==> config.mk <==
export PLATFORM = sky130hd
export DESIGN_NAME = dwr_ctrl
export DESIGN_NICKNAME = d
export VERILOG_FILES = /design/src/hw/rtl/dwr_pkg.sv /design/src/hw/rtl/dwr_ctrl.sv
export SDC_FILE = /design/constraint.sdc
export NUM_CORES = 1
export LEC_CHECK = 0
export ABC_AREA = 1
export BUFFER_PORTS_ARGS = -buffer_cell sky130_fd_sc_hd__buf_2
export CAP_MARGIN = 20
export CORE_AREA = 3 3 40 42
export CTS_CLUSTER_DIAMETER = 40
export DETAILED_ROUTE_END_ITERATION = 8
export DIE_AREA = 0 0 43 45
export MAX_ROUTING_LAYER = met4
export SYNTH_ARGS = -nofsm -noshare
export SYNTH_HDL_FRONTEND = slang
export SYNTH_SLANG_ARGS = --single-unit
==> constraint.sdc <==
create_clock -name clk -period 1.23 [get_ports clk]
set_input_delay 0.123 -clock clk [delete_from_list [all_inputs] [get_ports clk]]
set_output_delay 0.123 -clock clk [all_outputs]
set_load 0.03 [all_outputs]
==> src/hw/rtl/dwr_pkg.sv <==
// ----------------------------------------------------------------------------
// dwr_pkg
// Shared types and constants for the draw-without-replacement block.
// ----------------------------------------------------------------------------
package dwr_pkg;

    // Field widths of the words on the ports
    localparam int CNT_W     = 11;
    localparam int IDX_OUT_W = 10;
    localparam int RND_W     = 31;

    // Default pool depth and reset value of the pool size register
    localparam int          MAX_POOL_DEF  = 1024;
    localparam logic [10:0] POOL_SIZE_RST = 11'd1024;

    // Width of the divider step counter
    localparam int DIV_CNT_W = 5;

    // Action codes
    localparam logic ACT_DRAW    = 1'b0;
    localparam logic ACT_RESTART = 1'b1;

    // Status codes
    localparam logic STATUS_OK    = 1'b0;
    localparam logic STATUS_EMPTY = 1'b1;

    // Input word
    typedef struct packed {
        logic             action;
        logic [RND_W-1:0] random_value;
    } dwr_in_t;

    // Result word
    typedef struct packed {
        logic [IDX_OUT_W-1:0] drawn_index;
        logic                 status;
        logic [CNT_W-1:0]     remaining_after;
    } dwr_out_t;

    // Commands from controller to datapath
    typedef struct packed {
        logic clr_start;
        logic clr_step;
        logic refill_cnt;
        logic div_load;
        logic div_step;
        logic rd_last;
        logic rd_slot;
        logic swap;
        logic empty_res;
    } dwr_cmd_t;

    // Status from datapath to controller
    typedef struct packed {
        logic clr_last;
        logic div_last;
        logic cnt_zero;
    } dwr_stat_t;

endpackage

==> src/hw/rtl/dwr_ctrl.sv <==
// ----------------------------------------------------------------------------
// dwr_ctrl
// Controller: sequences the clearing pass, the serial modulo, the two pool
// reads and the swap write.
// ----------------------------------------------------------------------------
module dwr_ctrl (
    input  logic               clk,
    input  logic               rst_n,
    input  logic               start,
    input  logic               action,
    input  dwr_pkg::dwr_stat_t stat,
    output dwr_pkg::dwr_cmd_t  cmd,
    output logic               busy
);

    import dwr_pkg::*;

    typedef enum logic [2:0] {
        S_CLEAR,
        S_IDLE,
        S_DIV,
        S_RD_LAST,
        S_RD_SLOT,
        S_SWAP
    } state_t;

    state_t state_reg;
    state_t state_next;
    logic   busy_reg;
    logic   busy_next;

    // Next state and commands
    always_comb
    begin
        state_next = state_reg;
        cmd        = '0;
        unique case (state_reg)
            S_CLEAR:
            begin
                cmd.clr_step = 1'b1;
                if (stat.clr_last)
                begin
                    state_next = S_IDLE;
                end
            end
            S_IDLE:
            begin
                if (start)
                begin
                    if (action == ACT_RESTART)
                    begin
                        cmd.refill_cnt = 1'b1;
                        cmd.clr_start  = 1'b1;
                        state_next     = S_CLEAR;
                    end
                    else if (stat.cnt_zero)
                    begin
                        cmd.empty_res = 1'b1;
                    end
                    else
                    begin
                        cmd.div_load = 1'b1;
                        state_next   = S_DIV;
                    end
                end
            end
            S_DIV:
            begin
                cmd.div_step = 1'b1;
                if (stat.div_last)
                begin
                    state_next = S_RD_LAST;
                end
            end
            S_RD_LAST:
            begin
                cmd.rd_last = 1'b1;
                state_next  = S_RD_SLOT;
            end
            S_RD_SLOT:
            begin
                cmd.rd_slot = 1'b1;
                state_next  = S_SWAP;
            end
            S_SWAP:
            begin
                cmd.swap   = 1'b1;
                state_next = S_IDLE;
            end
            default:
            begin
                state_next = S_IDLE;
            end
        endcase
        busy_next = (state_next != S_IDLE);
    end

    // Hold state and busy flag
    always_ff @(posedge clk or negedge rst_n)
    begin
        if (!rst_n)
        begin
            state_reg <= S_CLEAR;
            busy_reg  <= 1'b1;
        end
        else
        begin
            state_reg <= state_next;
            busy_reg  <= busy_next;
        end
    end

    assign busy = busy_reg;

endmodule

==> flow_summary.json, run 1 <==
{
  "status": "finished, violations left",
  "violations": "negative setup slack",
  "grt_pass1_vias": 332,
  "place_ws_ns": 0.0713,
  "postSynthAreaPerCell_um2": 7.86,
  "first_pass_iters": 2,
  "fin_ws_ns": -0.0632,
  "p_total_mw": 1.40,
  "ant_nets": 0,
  "fin_setup_tns_ns": -0.376,
  "path_cells": "inv_1, nor3_2, buf_4",
  "htreeDepth": 1,
  "p_leak_nw": 0.305,
  "synth.distinct_cells": 14,
  "synth_top_family_by_area": "simple AND/OR/NAND/NOR gates",
  "synth_fa_ha_area_share_pct": 0,
  "max_stage_delay_ns": 0.44,
  "yosys_warnings": 0,
  "core_um2": 1280,
  "ys_top_cells_by_count": "inv_1, nand2_1, nor2_1",
  "rr_endpoint": "state_reg[2]",
  "largest_reg_flops": 3,
  "register_area_um2": 103,
  "rr_worst_depth": 5,
  "hold_depth": 3,
  "cts_tree": "yes",
  "met1_usage_pct": 11.3,
  "synth-async-reset-ratio_pct": 100,
  "setup_violations": 9,
  "synth_compound_area_share_pct": 1.82,
  "antenna_found_initial": 0,
  "holdCritPathClass": "in2reg",
  "grt_util_met2_pct": 17.1,
  "finalNetCount": 73,
  "period_share_pct": 105,
  "io_pins": 17,
  "synth_xor_area_share_pct": 0,
  "muxShareOfSynthArea_pct": 0,
  "cts-buffers-inserted": 3,
  "die_y_um": 45,
  "power_density_nw_per_um2": 2420,
  "synth_top_area_cell": "dfrtp_1",
  "synthToLayoutAreaGrowth_pct": 111,
  "die_w_um": 43,
  "cts_buffer_depth": 2,
  "grt_pass1_wl_um": 1400,
  "rrSetupSlack_ns": 0.14,
  "portBuffers": 16,
  "wl_um": 812,
  "clock_sinks": 4,
  "crit_fanout": 4,
  "whs_endpoint": "state_reg[0]",
  "routed-via-count": 329,
  "min_from": "stat[2]",
  "drt_iter0_markers": 2,
  "netlist_top_cells_area": "dfrtp_1, nand3_2, dfstp_2, inv_1, nor3_2",
  "fillers": 128,
  "rows": 13,
  "cp.arrival_ns": 1.17,
  "netlist.area_leader.share_pct": 27.3,
  "ir_drop_mv": 0.948,
  "rsz0062_at_grt": "true",
  "ys_seq_area_share_pct": 36.8,
  "tightest_slew_ns": 0.180,
  "ys.flop_type": "dfrtp_1",
  "start_util_pct": 21.4,
  "grt_overflow": 0,
  "ys_seq_elements": 4,
  "dp_hpwl_um": 541,
  "skew_ns": 0.00602,
  "relSlewSlack_pct": 87.9,
  "syn-cell-area_um2": 275,
  "clk_latency_ns": 0.24,
  "grt_use_met3_pct": 2.79,
  "syn-num-nets": 42,
  "busiest_layer": "met2",
  "cp.required_ns": 1.11,
  "grt.total_usage_pct": 10.5,
  "synth_simple_gate_area_share_pct": 47.7,
  "timing.rr.start": "state_reg[0]",
  "path_class": "reg2out",
  "report.final.slew_viol_count": 0,
  "drive_gt1_share_pct": 70.8,
  "place_congestion": 0.670,
  "dieArea_um2": 1940,
  "synthCells": 35,
  "grt_max_degree": 5,
  "path_clk_slew_ns": 0.04,
  "slowest_stage": "dfrtp_2",
  "drc": 0,
  "diodes": 0,
  "cts_root_buffer": "clkbuf_4",
  "worst_setup_path_start_kind": "register",
  "via_per_inst": 4.11,
  "synth.most_common_cell": "inv_1",
  "end_kind": "primary output",
  "max_clock_freq_mhz": 773,
  "synth_edf_count": 0,
  "finalHoldViolCount": 0,
  "min_period_ns": 1.29,
  "avgRoutedWirePerCell_um": 10.2,
  "cap_violations": 0,
  "multiInputGateArea_um2": 185
}
==> worst max path at each step <==
| stage | from | end | slack (ns) |
|---|---|---|---|
| 2_1_floorplan | state_reg[2] | cmd[8] | -0.08 |
| 3_3_place_gp | state_reg[2] | cmd[8] | 0.09 |
| 3_5_place_dp | state_reg[2] | cmd[8] | 0.07 |
| 4_1_cts | state_reg[1] | cmd[8] | -0.10 |
| 5_1_grt | state_reg[1] | cmd[6] | -0.15 |
| 6_report | state_reg[0] | cmd[1] | -0.06 |
==> cell type report <==
class,count,share of cell area (%)
multi-input combinational,22,31.9
tap,15,3.23
clock buffer,4,4.53
timing repair buffer,27,37.5
sequential,4,17.7
inverter,8,5.17
==> layer usage <==
layer,vias to the layer above,share of wire [%],routed length (um)
met3,0,6.9,56
met1,150,39,313
met4,0,0,0
li1,167,-,-
met5,-,0,0
met2,12,54,442
==> what timing repair did <==
action / CTS / global route
endpoints found under the setup margin: 9 / 9
hold buffers: 1 / 0
cloned: 0 / 0
pin swaps: 3 / 3
endpoints found under the hold margin: 4 / 0
buffers inserted: 8 / 0
gates resized for setup: 18 / 6
==> per-stage QoR <==
stage	std cells	instance area, um2	util (%)	hold slack, ns
floorplan	35	292	-	-0.173
global placement	67	398	31.0	-0.0691
detailed placement	67	398	31.0	-0.0677
CTS	80	556	43.2	0.130
global route	80	581	45.2	0.172
finish	80	581	45.2	0.152
==> critical path, delay by kind of cell (launching register included) <==
family | cells | cell delay (ns)
DFF | 1 | 0.44
buffers and inverters | 2 | 0.31
and+or+nand+nor | 1 | 0.17
==> layout by cell type (no fill, tap or decap) <==
cell	n
buf_4	11
buf_6	8
buf_2	7
inv_1	6
nand2_1	4
nor3_4	3
nor2_2	3
nor2_1	3
clkbuf_4	3
inv_2	2
nor2_4	2
nand3_2	2
nor3_2	2
dfrtp_1	2
nand3_4	1
a21oi_1	1
nand4_1	1
dfstp_2	1
clkbuf_1	1
dlygate4sd3_1	1
dfrtp_2	1
==> report_power, final <==
| part | internal [mW] | switching, mW | total (mW) |
|---|---|---|---|
| sequential | 0.206 | 0.0699 | 0.275 |
| clock | 0.122 | 0.0602 | 0.182 |
| combinational | 0.400 | 0.545 | 0.945 |
| total | 0.728 | 0.675 | 1.40 |
==> kinds of logic (layout without fill, tap and decap cells) <==
| group | after synthesis | count (layout) |
|---|---|---|
| buffers and inverters | 9 | 39 |
| AOI/OAI and AO/OA | 1 | 1 |
| DFF | 4 | 4 |
| and+or+nand+nor | 21 | 21 |
No activity file was read; power rests on OpenSTA's default activity.
==> run 2: changes to the inputs <==
- ABC_AREA: 1 -> 0
==> flow_summary.json, run 2 <==
{
  "crit_fanout": 4,
  "clock_sinks": 4,
  "ant_nets": 0,
  "grt_pass1_wl_um": 1320,
  "cts_buffer_depth": 2,
  "die_y_um": 45,
  "layout_common_cells": "buf_6, buf_2, or2_1, clkbuf_4, buf_4",
  "yosys_warnings": 0,
  "worst_setup_path_start_kind": "register",
  "path_cells": "or3_4, inv_2, buf_6",
  "p_total_mw": 1.39,
  "dieArea_um2": 1940,
  "rsz0062_at_grt": "true",
  "portBuffers": 16,
  "path_clk_slew_ns": 0.05,
  "drc": 0,
  "place_congestion": 0.783,
  "grt.total_usage_pct": 10.6,
  "synth_edf_count": 0,
  "tightest_slew_ns": 0.214,
  "dp_hpwl_um": 584,
  "htreeDepth": 1,
  "synth-async-reset-ratio_pct": 100,
  "ir_drop_mv": 1.05,
  "ys.flop_type": "dfrtp_1",
  "ys_seq_area_share_pct": 39.1,
  "path_class": "reg2out",
  "start_util_pct": 20.2,
  "ys_top_cells_by_count": "nor2_1, dfrtp_1, or2_1",
  "first_pass_iters": 2,
  "drive_gt1_share_pct": 74.5,
  "relSlewSlack_pct": 85.6,
  "netlist.area_leader.share_pct": 29.0,
  "core_um2": 1280,
  "grt_use_met3_pct": 3.98,
  "busiest_layer": "met2",
  "rows": 13,
  "drt_iter0_markers": 2,
  "met1_usage_pct": 11.0,
  "cts-buffers-inserted": 3,
  "netlist_top_cells_area": "dfrtp_1, dfstp_2, or2_1, nand4bb_2, nor2_1",
  "setup_violations": 9,
  "slowest_stage": "dfrtp_2",
  "io_pins": 17,
  "syn-cell-area_um2": 259,
  "max_clock_freq_mhz": 722,
  "status": "finished, violations left",
  "grt_max_degree": 5,
  "cp_top_family": "flip-flops",
  "routed-via-count": 303,
  "placed_cell_area_um2": 413,
  "cts_tree": "yes",
  "power_density_nw_per_um2": 2440,
  "fillers": 127,
  "grt_util_met2_pct": 15.9,
  "stdcell_area_um2": 571,
  "postSynthAreaPerCell_um2": 9.25,
  "report.final.slew_viol_count": 0,
  "synth.most_common_cell": "nor2_1",
  "finalNetCount": 63,
  "wl_um": 859,
  "diodes": 0,
  "synth_top_area_cell": "dfrtp_1",
  "synthCells": 28,
  "finalHoldViolCount": 0,
  "via_per_inst": 4.33,
  "period_share_pct": 113,
  "syn-num-nets": 35,
  "skew_ns": 0.0131,
  "fin_ws_ns": -0.155,
  "largest_reg_flops": 3,
  "end_kind": "primary output",
  "cp.arrival_ns": 1.26,
  "max_stage_delay_ns": 0.43,
  "p_leak_nw": 0.261,
  "avgRoutedWirePerCell_um": 12.3,
  "die_w_um": 43,
  "cts_root_buffer": "clkbuf_4",
  "grt_overflow": 0,
  "path_buf_inv": 2,
  "ys_seq_elements": 4,
  "place_ws_ns": -0.00800,
  "antenna_found_initial": 0,
  "cap_violations": 0,
  "grt_pass1_vias": 301,
  "violations": "negative setup slack",
  "synth.distinct_cells": 19,
  "min_period_ns": 1.38,
  "holdCritPathClass": "in2async",
  "clk_latency_ns": 0.25,
  "final_common_cell": "buf_6",
  "cp.required_ns": 1.11,
  "synthToLayoutAreaGrowth_pct": 120
}
run 2: cell types whose count changed in the layout (fill, tap and decap cells not counted), sizes merged, moves of 3 or more:
cell,previous run,this run
buf,26,23
nor2,8,4
nor3,5,2
inv,8,3
or2,0,3
nand2,4,0
nand3,3,0
run 2: final cells by class:
| class | count | area [um2] | share of cell area (%) |
|---|---|---|---|
| tap | 15 | 18.8 | 3.29 |
| clock buffer | 4 | 26.3 | 4.61 |
| sequential | 4 | 104 | 18.2 |
| timing repair buffer | 24 | 214 | 37.5 |
| multi-input combinational | 20 | 196 | 34.4 |
| inverter | 3 | 11.3 | 1.97 |
run 2: final timing paths:
path | startpoint | slack (ns) | cells past startpoint | to
worst min register to register | state_reg[2] | 0.67 | 3 | state_reg[0]
min in group clk | start | 0.30 | 3 | busy
worst max-delay path | state_reg[1] | -0.15 | 3 | cmd[2]
max in group asynchronous | rst_n | 0.80 | 2 | busy
worst max register to register | state_reg[1] | 0.10 | 4 | state_reg[2]
worst min-delay path | rst_n | 0.21 | 2 | state_reg[0]
run 2: stage by stage:
stage | cells | util [%] | setup TNS [ns] | hold WS [ns]
after floorplan | 28 | - | -0.129 | -0.173
after global placement | 62 | 32.1 | 0 | -0.0657
after CTS | 69 | 41.8 | -0.953 | 0.204
after detailed placement | 62 | 32.1 | -0.00800 | -0.0652
after global routing | 70 | 44.4 | -1.31 | 0.220
final | 70 | 44.4 | -0.864 | 0.207
run 2: metal layers:
metal,share of wire (%),vias to the layer above,wire length [um]
li1,-,151,-
met1,40,139,347
met2,53,11,453
met3,4.4,2,38
met4,2.2,0,19
met5,0,-,0
run 2: where the power goes:
group          leakage [nW]  total, mW  switching, mW  internal (mW)
Sequential           0.0469      0.276         0.0687          0.207
Combinational         0.199      0.928          0.464          0.463
Clock                0.0150      0.188         0.0652          0.122
run 2: cell families (layout without fill, tap and decap cells):
| logic type | Yosys count | in the layout | share of synthesized area (%) |
|---|---|---|---|
| flops | 4 | 4 | 39.1 |
| simple gates | 15 | 15 | 40.1 |
| compound gates | 4 | 4 | 9.66 |
| mux | 1 | 1 | 3.86 |
| buf+inv | 4 | 31 | 7.25 |
run 2: worst reg2reg max path: stages, from the launching register on:
cell and delay, ns:
dfrtp_2 0.43, or3_4 0.40, inv_2 0.07, buf_4 0.09, or2_1 0.09
run 2: what timing repair did:
item | in CTS | in global routing
hold buffers | 1 | 0
pin swaps | 5 | 4
setup endpoints to repair | 9 | 10
buffers inserted | 2 | 1
hold endpoints to repair | 4 | 0
gates resized for setup | 22 | 7
==> run 3: changes to the inputs <==
- SKIP_LAST_GASP: unset -> 1
==> flow_summary.json, run 3 (same netlist as run 2, synthesis figures left out) <==
{
  "crit_fanout": 4,
  "cts_tree": "yes",
  "holdCritPathClass": "in2async",
  "fin_ws_ns": -0.155,
  "rr_endpoint": "state_reg[2]",
  "dieArea_um2": 1940,
  "antenna_found_initial": 0,
  "cp.arrival_ns": 1.26,
  "dp_hpwl_um": 584,
  "final_common_cell": "buf_6",
  "cts-buffers-inserted": 3,
  "cts_root_buffer": "clkbuf_4",
  "path_clk_slew_ns": 0.05,
  "via_per_inst": 4.33,
  "clk_latency_ns": 0.25,
  "p_total_mw": 1.38,
  "end_kind": "primary output",
  "cap_violations": 0,
  "cp-startpoint": "state_reg[1]",
  "ir_drop_mv": 1.04,
  "grt_pass1_wl_um": 1320,
  "max_clock_freq_mhz": 722,
  "rows": 13,
  "setup_violations": 9,
  "ant_nets": 0,
  "hold_ws_ns": 0.207,
  "path_class": "reg2out",
  "grt.total_usage_pct": 10.6,
  "multiInputGateArea_um2": 196,
  "drc": 0,
  "fillers": 129,
  "wl_um": 858,
  "period_share_pct": 113,
  "power_density_nw_per_um2": 2440,
  "start_util_pct": 20.2,
  "rrSetupSlack_ns": 0.10,
  "grt_overflow": 0,
  "relSlewSlack_pct": 85.6,
  "worst_setup_path_start_kind": "register",
  "die_w_um": 43,
  "report.final.slew_viol_count": 0,
  "grt_max_degree": 5,
  "p_leak_nw": 0.260,
  "portBuffers": 16,
  "drt_iter0_markers": 2,
  "clock_sinks": 4,
  "rr_worst_depth": 4,
  "finalHoldViolCount": 0,
  "htreeDepth": 1,
  "cp.required_ns": 1.11,
  "die_y_um": 45,
  "core_um2": 1280,
  "synthToLayoutAreaGrowth_pct": 119,
  "routed-via-count": 303,
  "min_period_ns": 1.38,
  "place_congestion": 0.783,
  "avgRoutedWirePerCell_um": 12.3,
  "grt_pass1_vias": 301,
  "skew_ns": 0.0131,
  "cts_buffer_depth": 2,
  "layout_common_cells": "buf_6, buf_2, buf_4",
  "finalNetCount": 63,
  "rsz0062_at_grt": "true",
  "timing.rr.start": "state_reg[1]",
  "tightest_slew_ns": 0.214,
  "io_pins": 17,
  "first_pass_iters": 2,
  "status": "finished, violations left",
  "largest_reg_flops": 3,
  "register_area_um2": 104,
  "diodes": 0,
  "drive_gt1_share_pct": 74.5,
  "violations": "negative setup slack"
}
-- run 3: cell counts in the layout (fill, tap and decap cells not counted) --
No cell type changed its count.
-- run 3: how the worst max path moves through the flow --
stage,endpoint,slack [ns],cells after the start
2_1_floorplan,cmd[7],-0.06,1
3_3_place_gp,cmd[5],0.03,3
3_5_place_dp,cmd[5],-0.008,3
4_1_cts,cmd[5],-0.16,3
5_1_grt,cmd[5],-0.20,3
6_report,cmd[2],-0.15,3
-- run 3: critical path, cell delays in order (launching register included) --
cell and delay, ns:
dfrtp_2 0.43, or3_4 0.40, inv_2 0.07, buf_6 0.12
-- run 3: routing by layer --
metal  up-vias  share of wire, %  track usage (%)
li1        151                 -                -
met1       139                40             11.0
met2        11                53             15.9
met3         2               4.4             3.98
met4         0               2.2             9.04
met5         -                 0                -
-- run 3: where the power goes --
group / switching [mW] / leakage (nW) / internal [mW] / total (mW)
Clock: 0.0652 / 0.0150 / 0.122 / 0.188
Sequential: 0.0687 / 0.0469 / 0.207 / 0.276
Combinational: 0.462 / 0.198 / 0.455 / 0.917
-- run 3: layout make-up --
| class | instances | share of cell area (%) |
|---|---|---|
| repair buffers | 24 | 37.1 |
| multi-input cells | 20 | 34.7 |
| flip-flops and latches | 4 | 18.3 |
| clock buffers | 4 | 4.64 |
| well taps | 15 | 3.31 |
| inverters | 3 | 1.99 |
-- run 3: per-stage QoR --
stage | util (%) | cells | TNS [ns] | instance area [um2] | worst slack (ns)
6_report | 44.1 | 70 | -0.868 | 567 | -0.155
4_1_cts | 41.5 | 69 | -0.955 | 533 | -0.162
5_1_grt | 44.1 | 70 | -1.32 | 567 | -0.195
3_5_place_dp | 32.1 | 62 | -0.00800 | 413 | -0.00800
3_3_place_gp | 32.1 | 62 | 0 | 413 | 0.0256
2_1_floorplan | - | 28 | -0.129 | 292 | -0.0636
-- run 3: timing repair --
item	in CTS	in global routing
hold buffers	1	0
buffers inserted	2	1
endpoints found under the setup margin	9	10
pin swaps	5	4
endpoints found under the hold margin	4	0
gates resized for setup	21	7
